--- src/rtl/core/qnl_pkg.sv ---
// Shared types and fixed widths for the quaternion nlerp datapath.
package qnl_pkg;

    // Normalized magnitudes keep their top bit at position NORM_BITS-1.
    localparam int NORM_BITS = 30;
    localparam int SUM_BITS  = 2 * NORM_BITS + 2;
    localparam int ROOT_BITS = NORM_BITS + 1;

    typedef struct packed {
        logic       valid;
        logic       degenerate;
        logic       near_parallel;
        logic [3:0] neg;
    } qnl_flags_t;

endpackage

--- src/rtl/core/qnl_sqrt_cell.sv ---
// One restoring square-root cell: settles a single root bit per stage.
module qnl_sqrt_cell #(
    parameter int BIT_POS = 0
) (
    input  logic                               clk,
    input  logic                               rst_n,
    input  logic                               en,
    input  qnl_pkg::qnl_flags_t                flags_in,
    input  logic [qnl_pkg::SUM_BITS-1:0]       rem_in,
    input  logic [qnl_pkg::ROOT_BITS-1:0]      root_in,
    input  logic [3:0][qnl_pkg::NORM_BITS-1:0] mag_in,
    output qnl_pkg::qnl_flags_t                flags_out,
    output logic [qnl_pkg::SUM_BITS-1:0]       rem_out,
    output logic [qnl_pkg::ROOT_BITS-1:0]      root_out,
    output logic [3:0][qnl_pkg::NORM_BITS-1:0] mag_out
);

    localparam int SB = qnl_pkg::SUM_BITS;
    localparam int RB = qnl_pkg::ROOT_BITS;

    qnl_pkg::qnl_flags_t                flags_reg;
    logic [SB-1:0]                      rem_reg;
    logic [RB-1:0]                      root_reg;
    logic [3:0][qnl_pkg::NORM_BITS-1:0] mag_reg;

    logic [SB+1:0] trial;
    logic          take;
    logic [SB-1:0] rem_next;
    logic [RB-1:0] root_next;

    // (q + 2^i)^2 - q^2 = q*2^(i+1) + 2^(2i)
    always_comb
    begin
        trial     = ((SB+2)'(root_in) << (BIT_POS + 1)) + ((SB+2)'(1) << (2 * BIT_POS));
        take      = {2'b00, rem_in} >= trial;
        rem_next  = take ? rem_in - trial[SB-1:0] : rem_in;
        root_next = take ? (root_in | (RB'(1) << BIT_POS)) : root_in;
    end

    always_ff @(posedge clk or negedge rst_n)
    begin
        if (!rst_n)
            flags_reg <= '0;
        else if (en)
            flags_reg <= flags_in;
    end

    always_ff @(posedge clk)
    begin
        if (en)
        begin
            rem_reg  <= rem_next;
            root_reg <= root_next;
            mag_reg  <= mag_in;
        end
    end

    assign flags_out = flags_reg;
    assign rem_out   = rem_reg;
    assign root_out  = root_reg;
    assign mag_out   = mag_reg;

endmodule

--- config.mk ---
export PLATFORM = sky130hd
export DESIGN_NAME = qnl_sqrt_cell
export DESIGN_NICKNAME = d
export VERILOG_FILES = /design/src/rtl/core/qnl_pkg.sv /design/src/rtl/core/qnl_sqrt_cell.sv
export SDC_FILE = /design/constraint.sdc
export NUM_CORES = 1
export LEC_CHECK = 0
export ABC_AREA = 1
export BUFFER_PORTS_ARGS = -buffer_cell sky130_fd_sc_hd__buf_2
export CAP_MARGIN = 20
export CORE_MARGIN = 2
export CORE_UTILIZATION = 40
export DETAILED_ROUTE_END_ITERATION = 8
export PLACE_DENSITY_LB_ADDON = 0.1
export SLEW_MARGIN = 20
export SYNTH_ARGS = -nofsm -noshare
export SYNTH_HDL_FRONTEND = slang
export SYNTH_SLANG_ARGS = --single-unit
--- constraint.sdc ---
create_clock -name clk -period 0.8 [get_ports clk]
set_clock_uncertainty 0.05 [all_clocks]
set_input_delay 0.16 -clock clk [delete_from_list [all_inputs] [get_ports clk]]
set_output_delay 0.16 -clock clk [all_outputs]
set_load 0.005 [all_outputs]
==> metrics.cfg <==
[status]
outcome = complete, but fails checks
violations = hold timing, setup timing

[yosys]
post-synth-top-area-fraction_pct = 55.6
synth_edf_count = 213
synth_seq_area_share_pct = 57.1
avgSynthCellArea_sq_um = 9.14
synth-seq-cells = 220
yosysTopAreaCell = edfxtp_1
async_flop_share_pct = 3.18
synth_warnings = 0
synth_fp_nets = 1515
yosysUniqueCellTypes = 37
syn_area_sq_um = 11500
synthTopCellsByArea = edfxtp_1 56%, nand2_1 14%, inv_1 6.9%
synth-main-ff-cell = edfxtp_1
netlist_instances = 1259

[job]
drv_cap = 0

[place]
dpl.cell_count = 2305
gp_congestion = 0.910
post-place-ws_ns = -1.56
port_buffers = 442
hpwl_um = 33500

[layout]
fin_nets = 2420
final_cells = 2565
drive_gt1_share_pct = 49.4
syn2layout_area_growth_pct = 78.5

[clock_tree]
cts-root-buf = clkbuf_16
cts_tree = done
clock-sinks = 220
cts_made_buffers = 24
clock_latency_ns = 0.52
clkTransAtPathRegs_ns = 0.06
cts.path.max_buffers = 3
cts_htree_levels = 1

[pwr]
ir_drop_mv = 1.35
leakage_nw = 9.82
power_density_nw_per_um2 = 1610

[setup_path]
cp.arrival_ns = 1.85
required_ns = 1.04
end_kind = flop
path_max_fanout = 7
crit_type = in -> reg
startpoint_type = input port

[floorplan]
io_pins = 443
dieArea_sq_um = 30100
initial_core_util_pct = 40.3
die_w_um = 174
core.rowCount = 62
coreArea_sq_um = 28500
die_h_um = 174

[detailed_routing]
wl_per_cell_um = 18.2
firstDrtPassIters = 6
drt_wl_total_um = 46800
vias_per_cell = 4.72
via_count = 12100
antenna_left = 0
drc_errors = 0
drtIter0Drc = 991

[global_route]
grt_usage_pct = 29.4
antenna_found_initial = 1
grt_pass1_vias = 12100
grt_pass1_wl_um = 68500
grt_overflow = 0
grt_max_degree = 29

[timing]
setup-violations-final = 289
hold_viol = 4
setup_ws_ns = -0.814
max_slew_margin_pct = 65.6
rsz0062_at_grt = yes
max_freq_mhz = 619
worst_hold_slack_ns = -0.0416
slew_viol_final = 0
tightest_slew_ns = 0.511
finalCritPeriodShare_pct = 202
fin_crit_ns = 1.61

[hold_path]
hp-class = in -> reg

what timing repair did:
item	in CTS	in global routing
pin swaps	32	31
gates cloned	2	4
buffers inserted	17	10
hold buffers	182	2
endpoints found under the setup margin	284	296
endpoints found under the hold margin	199	5
resized for setup	132	177
layout make-up:
| class | instances | area, sq um |
|---|---|---|
| fill | 2149 | 8010 |
| sequential | 220 | 6570 |
| timing repair buffer | 889 | 6540 |
| multi-input combinational | 805 | 5320 |
| inverter | 223 | 876 |
| clock buffer | 29 | 641 |
| tap | 384 | 480 |
| clock inverter | 13 | 98.8 |
| timing repair inverter | 1 | 16.3 |
| antenna | 1 | 2.50 |
kinds of logic after synthesis:
family,Yosys count,synth area share (%)
multiplexers,7,0.685
buffers and inverters,234,8.29
adder cells (fa/ha/maj),33,3.65
AND/OR/NAND/NOR,676,24.8
AO/OA/AOI/OAI,63,3.53
XOR/XNOR,26,1.98
flip-flops,220,57.1
where the power goes:
part           switching (mW)  internal [mW]
registers               0.318           13.9
clock network            4.59           6.02
logic                    4.17           4.15
cell usage after synthesis (2+ instances only):
| master | number |
|---|---|
| a21oi_1 | 29 |
| a21oi_2 | 21 |
| and3_1 | 2 |
| buf_2 | 2 |
| buf_6 | 6 |
| dfrtp_1 | 7 |
| edfxtp_1 | 213 |
| ha_1 | 32 |
| inv_1 | 212 |
| inv_2 | 10 |
| mux2_2 | 7 |
| nand2_1 | 432 |
| nand2_2 | 25 |
| nand3_1 | 64 |
| nand3b_1 | 4 |
| nand4_1 | 10 |
| nor2_1 | 99 |
| nor2_2 | 10 |
| nor2_4 | 4 |
| nor3_1 | 14 |
| nor3_2 | 3 |
| o21ai_0 | 8 |
| o21bai_1 | 3 |
| or2_2 | 5 |
| xor2_1 | 25 |
critical path, stage by stage:
cell and delay (ns):
buf_2 0.13, ha_4 0.31, nand2_4 0.08, nor2_4 0.12, inv_2 0.07, nor2_4 0.09
nand2_2 0.08, nor3_4 0.16, a21oi_4 0.10, nand2_8 0.16, clkinv_8 0.10, buf_16 0.16
nand2_2 0.05, nand2_1 0.05
cells in the final DEF, fill, tap and decap left out, types with 10 or more instances in the layout:
cell           Yosys  final
dlygate4sd3_1      0    184
nand3_1           64     45
ha_4               0     31
nand2_4            1     34
buf_12             1     14
nand2_2           25    103
buf_6              6     28
nand4_1           10     10
nand2_1          432    320
nor3_1            14     10
a21oi_4            0     12
nor2_2            10     17
inv_1            212    181
buf_4              0    239
xor2_1            25     24
edfxtp_1         213    213
nor2_4             4     21
a21oi_2           21     31
nand3_2            1     18
buf_2              2    412
nor2_1            99     75
clkbuf_16          0     28
inv_2             10     32
flip-flops by register name, summed over array words and instances (netlist names):
signal,cells
mag_out,120
rem_out,62
root_out,31
flags_out,7
layer usage:
layer / vias to the layer above / track usage (%) / part of all wire (%)
met5: - / 0 / 0
met4: 0 / 10.5 / 3.4
met3: 94 / 4.98 / 6.3
met2: 469 / 51.2 / 50
met1: 5699 / 37.1 / 40
li1: 5841 / - / -
per-stage QoR:
step | cell area, sq um | power [mW] | utilization, % | TNS [ns]
6_report | 20500 | 33.1 | 72.0 | -146.80
5_1_grt | 20500 | 34.4 | 72.0 | -157.42
4_1_cts | 19700 | 32.6 | 69.1 | -143.30
3_5_place_dp | 16500 | 21.0 | 57.9 | -130.00
3_3_place_gp | 16500 | 20.9 | 57.9 | -126.74
2_1_floorplan | 12100 | 17.0 | - | -61.41
worst paths after layout:
check	startpoint	endpoint	slack, ns	cells past startpoint
worst max-delay path	rem_in[23]	rem_out[13]$_DFFE_PP_	-0.81	14
worst min-delay path	rem_in[16]	rem_out[16]$_DFFE_PP_	-0.04	4
worst max register to register	flags_out[1]$_DFFE_PN0P_	flags_out[1]$_DFFE_PN0P_	-0.16	2
worst min register to register	flags_out[3]$_DFFE_PN0P_	flags_out[3]$_DFFE_PN0P_	0.46	1
max in group asynchronous	rst_n	flags_out[6]$_DFFE_PN0P_	0.01	3
min in group asynchronous	rst_n	flags_out[3]$_DFFE_PN0P_	0.53	3
Note: power is estimated with default switching activity, not from simulation.
