==> config.mk <==
export PLATFORM = sky130hd
export DESIGN_NAME = qnl_div_cell
export DESIGN_NICKNAME = d
export VERILOG_FILES = /design/src/rtl/core/qnl_pkg.sv /design/src/rtl/core/qnl_div_cell.sv
export SDC_FILE = /design/constraint.sdc
export NUM_CORES = 1
export LEC_CHECK = 0
export ABC_AREA = 1
export BUFFER_PORTS_ARGS = -buffer_cell sky130_fd_sc_hd__buf_2
export CORE_AREA = 2 2 220 222
export CTS_CLUSTER_DIAMETER = 200
export DETAILED_ROUTE_END_ITERATION = 16
export DIE_AREA = 0 0 222 224
export GPL_ROUTABILITY_DRIVEN = 1
export MAX_ROUTING_LAYER = met4
export PLACE_DENSITY = 0.78
export SLEW_MARGIN = 5
export SYNTH_ARGS = -nofsm -noshare
export SYNTH_HDL_FRONTEND = slang
export SYNTH_SLANG_ARGS = --single-unit
==> constraint.sdc <==
create_clock -name clk -period 1.6 [get_ports clk]
set_input_delay 0.16 -clock clk [delete_from_list [all_inputs] [get_ports clk]]
set_output_delay 0.16 -clock clk [all_outputs]
set_load 0.01 [all_outputs]
==> src/rtl/core/qnl_pkg.sv <==
// Shared types and fixed widths for the quaternion nlerp datapath.
package qnl_pkg;

    // Normalized magnitudes keep their top bit at position NORM_BITS-1.
    localparam int NORM_BITS = 30;
    localparam int SUM_BITS  = 2 * NORM_BITS + 2;
    localparam int ROOT_BITS = NORM_BITS + 1;

    typedef struct packed {
        logic       valid;
        logic       degenerate;
        logic       near_parallel;
        logic [3:0] neg;
    } qnl_flags_t;

endpackage

==> src/rtl/core/qnl_div_cell.sv <==
// One restoring divide cell: settles a single quotient bit in each of four lanes.
module qnl_div_cell #(
    parameter int FRAC_BITS = 14,
    parameter int BIT_POS   = 0
) (
    input  logic                          clk,
    input  logic                          rst_n,
    input  logic                          en,
    input  qnl_pkg::qnl_flags_t           flags_in,
    input  logic [qnl_pkg::ROOT_BITS-1:0] root_in,
    input  logic [3:0][FRAC_BITS+31:0]    rem_in,
    input  logic [3:0][FRAC_BITS:0]       quo_in,
    output qnl_pkg::qnl_flags_t           flags_out,
    output logic [qnl_pkg::ROOT_BITS-1:0] root_out,
    output logic [3:0][FRAC_BITS+31:0]    rem_out,
    output logic [3:0][FRAC_BITS:0]       quo_out
);

    localparam int NW = FRAC_BITS + 32;
    localparam int QW = FRAC_BITS + 1;

    qnl_pkg::qnl_flags_t           flags_reg;
    logic [qnl_pkg::ROOT_BITS-1:0] root_reg;
    logic [3:0][NW-1:0]            rem_reg;
    logic [3:0][QW-1:0]            quo_reg;

    logic [NW-1:0]      dsh;
    logic [3:0][NW-1:0] rem_next;
    logic [3:0][QW-1:0] quo_next;

    always_comb
    begin
        dsh = NW'(root_in) << BIT_POS;
        for (int k = 0; k < 4; k++)
        begin
            if (rem_in[k] >= dsh)
            begin
                rem_next[k] = rem_in[k] - dsh;
                quo_next[k] = quo_in[k] | (QW'(1) << BIT_POS);
            end
            else
            begin
                rem_next[k] = rem_in[k];
                quo_next[k] = quo_in[k];
            end
        end
    end

    always_ff @(posedge clk or negedge rst_n)
    begin
        if (!rst_n)
            flags_reg <= '0;
        else if (en)
            flags_reg <= flags_in;
    end

    always_ff @(posedge clk)
    begin
        if (en)
        begin
            root_reg <= root_in;
            rem_reg  <= rem_next;
            quo_reg  <= quo_next;
        end
    end

    assign flags_out = flags_reg;
    assign root_out  = root_reg;
    assign rem_out   = rem_reg;
    assign quo_out   = quo_reg;

endmodule

==> results of run 1 <==
[repair_timing]
action,in CTS
gates cloned,21
buffers inserted,95
hold buffers,223
endpoints found under the setup margin,188
endpoints found under the hold margin,242
pin swaps,117
resized for setup,504
[kinds of logic after synthesis]
| group | synth area share [%] |
|---|---|
| AOI/OAI and AO/OA | 3.20 |
| muxes | 0.317 |
| DFF | 33.9 |
| and+or+nand+nor | 40.3 |
| buffers and inverters | 13.0 |
| xor gates and xnor gates | 2.78 |
| adders and majority gates | 6.55 |
[through the flow]
step / utilization [%] / hold slack (ns)
3_3_place_gp: 72.0 / -0.00230
4_1_cts: 87.0 / 0.00676
2_1_floorplan: - / -0.136
3_5_place_dp: 72.0 / 0.00173
[per-layer routing]
metal | global-route usage [%] | overflow
met2 | 97.5 | 184
met4 | 83.9 | 109
met1 | 79.2 | 3
met5 | - | -
met3 | 69.2 | 41
==> metrics.txt, run 1 <==
# TYPE chip_impl_metric gauge
chip_impl_info{name="grt_worst_setup_endpoint",value="rem_out[39]$_DFFE_PP_/D"} 1
chip_impl_metric{name="h_tree_level_count",unit=""} 1
chip_impl_info{name="yosysTopAreaCell",value="edfxtp_1"} 1
chip_impl_metric{name="syn_avg_cell_area",unit="um2"} 6.39
chip_impl_info{name="most_numerous_cell_in_the_yosys_netlist",value="nand2_1"} 1
chip_impl_info{name="cts.root.buffer_cell",value="clkbuf_16"} 1
chip_impl_info{name="post_synth_most_frequent_cells",value="1,744 x nand2_1, 767 x inv_1, 353 x nor2_1"} 1
chip_impl_metric{name="grt_start_max_net_pins",unit=""} 57
chip_impl_metric{name="cts_inserted_buffers",unit=""} 29
chip_impl_metric{name="synth_seq_cells",unit=""} 282
chip_impl_metric{name="cell_area_after_technology_mapping",unit="um2"} 24900
chip_impl_metric{name="globalRoute.totalOverflow",unit=""} 337
chip_impl_metric{name="track_usage",unit="%"} 82.9
chip_impl_info{name="error",value="[ERROR GRT-0232] Routing congestion too high. Check the congestion heatmap in the GUI."} 1
chip_impl_metric{name="placement_cell_area",unit="um2"} 34100
chip_impl_metric{name="post_synth_inst_count",unit=""} 3895
chip_impl_metric{name="ys_types",unit=""} 38
chip_impl_metric{name="async_reset_ff_share",unit="%"} 2.48
chip_impl_metric{name="fp.dieH",unit="um"} 224
chip_impl_metric{name="synth_edf_count",unit=""} 275
chip_impl_metric{name="row_count",unit=""} 80
chip_impl_metric{name="port_bufs",unit=""} 566
chip_impl_metric{name="clock-sinks",unit=""} 282
chip_impl_metric{name="yosys_warnings",unit=""} 0
chip_impl_metric{name="syn_nets",unit=""} 4308
chip_impl_metric{name="die_w",unit="um"} 222
chip_impl_metric{name="floorplan.io_pins",unit=""} 567
chip_impl_metric{name="dpl.cell_count",unit=""} 5776
chip_impl_metric{name="starting_density_of_the_core",unit="%"} 52.6
chip_impl_metric{name="yosys.area.top_type_share",unit="%"} 33.2
chip_impl_metric{name="synth_sequential_area_ratio",unit="%"} 33.9
chip_impl_info{name="synth_ff_type",value="edfxtp_1"} 1
chip_impl_metric{name="ctsLongestPathBuffers",unit=""} 3
chip_impl_info{name="worstEpCategory",value="register input"} 1
chip_impl_metric{name="finalWeightedCongestion",unit=""} 1.06
chip_impl_info{name="yosys-top-cells-area",value="edfxtp_1 33%, nand2_1 26%, inv_1 12%, ha_1 6.2%, nor2_1 5.3%"} 1
chip_impl_info{name="outcome",value="did not finish"} 1
chip_impl_metric{name="pre_cts_ws",unit="ns"} -1.02
chip_impl_info{name="last-stage-reached",value="global routing (5_1_grt)"} 1
chip_impl_metric{name="hpwlAfterDp",unit="mm"} 88.0
==> inputs of run 2 (changes only) <==
- CORE_AREA: 2 2 220 222 -> not set
- CORE_UTILIZATION: not set -> 40
- CTS_CLUSTER_DIAMETER: 200 -> not set
- DIE_AREA: 0 0 222 224 -> not set
- MAX_ROUTING_LAYER: met4 -> not set
- PLACE_DENSITY: 0.78 -> not set
- PLACE_DENSITY_LB_ADDON: not set -> 0.15
==> run 2 against run 1 <==
Compared with the run above:
- the flow now finishes, with violations (negative setup slack)
- synthesized cell count is the same
- area after synthesis is the same
==> metrics.txt, run 2 <==
# TYPE chip_impl_metric gauge
chip_impl_metric{name="first_pass_iters",unit=""} 7
chip_impl_metric{name="syn_nets",unit=""} 4308
chip_impl_metric{name="remaining_drc_errors",unit=""} 0
chip_impl_metric{name="globalRoute.totalOverflow",unit=""} 0
chip_impl_metric{name="grt_start_max_net_pins",unit=""} 52
chip_impl_info{name="layout_commonest_cell",value="nand2_1"} 1
chip_impl_metric{name="final.min_clock_period",unit="ns"} 1.80
chip_impl_metric{name="h_tree_level_count",unit=""} 1
chip_impl_metric{name="synth_seq_cells",unit=""} 282
chip_impl_metric{name="floorplan.io_pins",unit=""} 567
chip_impl_metric{name="grt.met2_usage",unit="%"} 58.2
chip_impl_info{name="synth_ff_type",value="edfxtp_1"} 1
chip_impl_info{name="crit_type",value="input pin to flip-flop"} 1
chip_impl_info{name="busiest_layer",value="met2"} 1
chip_impl_metric{name="port_bufs",unit=""} 566
chip_impl_info{name="hold_start",value="rem_in[90]"} 1
chip_impl_info{name="critPathLaunch",value="root_in[1]"} 1
chip_impl_metric{name="floorplan.die_area",unit="um2"} 63200
chip_impl_metric{name="grt_pass1_wl",unit="mm"} 166
chip_impl_metric{name="design.core.area",unit="um2"} 61600
chip_impl_metric{name="route.final.wire_length",unit="mm"} 118
chip_impl_metric{name="synth_sequential_area_ratio",unit="%"} 33.9
chip_impl_metric{name="crit_required",unit="ns"} 1.96
chip_impl_metric{name="nets",unit=""} 5962
chip_impl_info{name="r2r-start",value="flags_out[1]"} 1
chip_impl_metric{name="path_clk_slew",unit="ns"} 0.06
chip_impl_metric{name="worstMarginPinSlew",unit="ns"} 0.394
chip_impl_metric{name="area_of_combinational_cells_with_multiple_inputs",unit="um2"} 16400
chip_impl_metric{name="track_usage",unit="%"} 34.6
chip_impl_metric{name="crit_arrival",unit="ns"} 2.15
chip_impl_metric{name="worst_skew_pair.late_latency",unit="ns"} 0.60
chip_impl_info{name="cts_tree",value="built"} 1
chip_impl_metric{name="ff_latch_area",unit="um2"} 8430
chip_impl_metric{name="vias",unit=""} 31000
chip_impl_metric{name="yosys_warnings",unit=""} 0
chip_impl_info{name="violations",value="negative setup slack"} 1
chip_impl_metric{name="period_share",unit="%"} 112
chip_impl_metric{name="async_reset_ff_share",unit="%"} 2.48
chip_impl_info{name="critPathCaptureType",value="flip-flop"} 1
chip_impl_info{name="startpoint_type_of_the_worst_setup_path",value="input pin"} 1
chip_impl_metric{name="clock_skew",unit="ns"} 0
chip_impl_metric{name="fmaxAchievable",unit="GHz"} 0.556
chip_impl_metric{name="dr_iter_0_viols",unit=""} 2438
chip_impl_metric{name="drive_above_1_share",unit="%"} 39.6
chip_impl_metric{name="finalWeightedCongestion",unit=""} 0.989
chip_impl_info{name="yosysTopAreaCell",value="edfxtp_1"} 1
chip_impl_info{name="yosys-top-cells-area",value="edfxtp_1 33%, nand2_1 26%, inv_1 12%, ha_1 6.2%, nor2_1 5.3%"} 1
chip_impl_metric{name="finalHoldViolations",unit=""} 0
chip_impl_metric{name="starting_density_of_the_core",unit="%"} 40.4
chip_impl_metric{name="grt_pass1_vias",unit=""} 29100
chip_impl_metric{name="vdd_drop_max",unit="mV"} 0.754
chip_impl_metric{name="pre_cts_ws",unit="ns"} -0.957
chip_impl_metric{name="flow.area_growth_from_synthesis",unit="%"} 71.5
chip_impl_metric{name="synth_edf_count",unit=""} 275
chip_impl_info{name="post_synth_most_frequent_cells",value="1,744 x nand2_1, 767 x inv_1, 353 x nor2_1"} 1
chip_impl_metric{name="syn_avg_cell_area",unit="um2"} 6.39
chip_impl_metric{name="total_power",unit="W"} 0.0286
chip_impl_metric{name="maxCapViolCount",unit=""} 0
chip_impl_info{name="outcome",value="complete, but fails checks"} 1
chip_impl_metric{name="grt_use_met1",unit="%"} 44.7
chip_impl_metric{name="cell_area_after_technology_mapping",unit="um2"} 24900
chip_impl_metric{name="grt_use_met3",unit="%"} 3.93
chip_impl_metric{name="finalSetupViolations",unit=""} 187
chip_impl_metric{name="power.static_leakage",unit="nW"} 22.0
chip_impl_info{name="timing.hold.worst.class",value="input pin to flip-flop"} 1
chip_impl_metric{name="fp.dieH",unit="um"} 251
chip_impl_metric{name="row_count",unit=""} 91
chip_impl_metric{name="post_synth_inst_count",unit=""} 3895
chip_impl_metric{name="largest_register_ffs",unit=""} 184
chip_impl_metric{name="die_w",unit="um"} 251
chip_impl_metric{name="fillers",unit=""} 5244
chip_impl_metric{name="routed_wire_length_per_instance",unit="um"} 18.4
chip_impl_info{name="cts.root.buffer_cell",value="clkbuf_16"} 1
chip_impl_metric{name="ctsLongestPathBuffers",unit=""} 3
chip_impl_metric{name="number_of_antenna_violations_at_the_first_check_in_global_routing",unit=""} 5
chip_impl_metric{name="clock-sinks",unit=""} 282
chip_impl_metric{name="via_count_normalized_by_instance_count",unit=""} 4.83
chip_impl_metric{name="power.density",unit="nW/um2"} 669
chip_impl_metric{name="max_slew_headroom",unit="%"} 73.6
chip_impl_metric{name="maxSlewViolCount",unit=""} 0
chip_impl_info{name="most_numerous_cell_in_the_yosys_netlist",value="nand2_1"} 1
chip_impl_metric{name="cts_inserted_buffers",unit=""} 31
chip_impl_metric{name="utilization",unit="%"} 69.3
chip_impl_metric{name="path_max_fanout",unit=""} 7
chip_impl_metric{name="postRouteAntennaNets",unit=""} 0
chip_impl_metric{name="ys_types",unit=""} 38
chip_impl_info{name="layout_common_cells",value="1,465 x nand2_1, 739 x buf_4, 696 x inv_1, 551 x buf_2, 276 x nor2_1"} 1
chip_impl_info{name="grt_setup_unrepaired",value="true"} 1
chip_impl_metric{name="final.setup.worst_slack",unit="ns"} -0.197
chip_impl_metric{name="yosys.area.top_type_share",unit="%"} 33.2
chip_impl_metric{name="hpwlAfterDp",unit="mm"} 89.5
run 2: layout make-up:
type                       count  area share [%]
tap                          837            2.45
clock buffer                  36            1.86
sequential                   282            19.7
timing repair buffer        1649            30.1
multi-input combinational   2804            38.4
inverter                     781            7.01
antenna                        2          0.0117
clock inverter                19           0.428
run 2: cell families after synthesis:
kind of cell               synth area share, %
and+or+nand+nor                           40.3
buffers and inverters                     13.0
DFF                                       33.9
adders and majority gates                 6.55
AOI/OAI and AO/OA                         3.20
xor gates and xnor gates                  2.78
muxes                                    0.317
run 2: metal layers:
metal  vias to the layer above  wire [um]
li1                      15200          -
met1                     14300      49500
met2                      1240      55200
met3                       242       7470
met4                         2       5520
met5                         -          9
run 2: per-stage QoR:
stage,setup TNS (ns),area (um2),instances,hold WS [ns]
final,-19.36,42700,6410,0.0245
after global routing,-31.11,42700,6410,0.0161
after CTS,-13.08,40300,6367,-0.133
after detailed placement,-159.19,34700,6019,0.00170
after global placement,-152.77,34700,6019,-0.000468
after floorplan,-71.39,25000,3895,-0.136
run 2: worst max-delay path, cell delays in order:
cell	delay [ns]
buf_8	0.08
clkinvlp_4	0.08
buf_12	0.16
fa_2	0.43
nand3_2	0.10
nand3_4	0.10
nand2_4	0.09
nand2_4	0.07
nand2_4	0.08
nand2_4	0.06
nand2_4	0.09
nand3_4	0.07
nor2_4	0.19
buf_12	0.16
clkbuf_16	0.16
a21oi_4	0.04
run 2: power by group:
group | total (W) | internal, W | switching [W] | leakage, nW
combinational | 0.0119 | 0.00538 | 0.00653 | 18.7
sequential | 0.00950 | 0.00919 | 0.000310 | 2.77
clock | 0.00717 | 0.00401 | 0.00316 | 0.471
run 2: what timing repair did:
item,CTS,global route
setup endpoints to repair,188,188
endpoints found under the hold margin,241,1
gates cloned,6,17
pin swaps,37,180
hold buffers,225,1
gates resized for setup,314,493
buffers inserted,62,29
run 2: path summary, 6_finish.rpt:
check                           cells past startpoint           end  slack (ns)
worst min register to register                      1  flags_out[2]        0.51
worst max-delay path                               16   rem_out[39]       -0.20
worst max register to register                      1  flags_out[1]        0.84
min in group asynchronous                           3  flags_out[3]        0.54
max in group asynchronous                           3  flags_out[5]        0.80
worst min-delay path                                4   rem_out[90]        0.02
(Power assumes the default switching activity.)
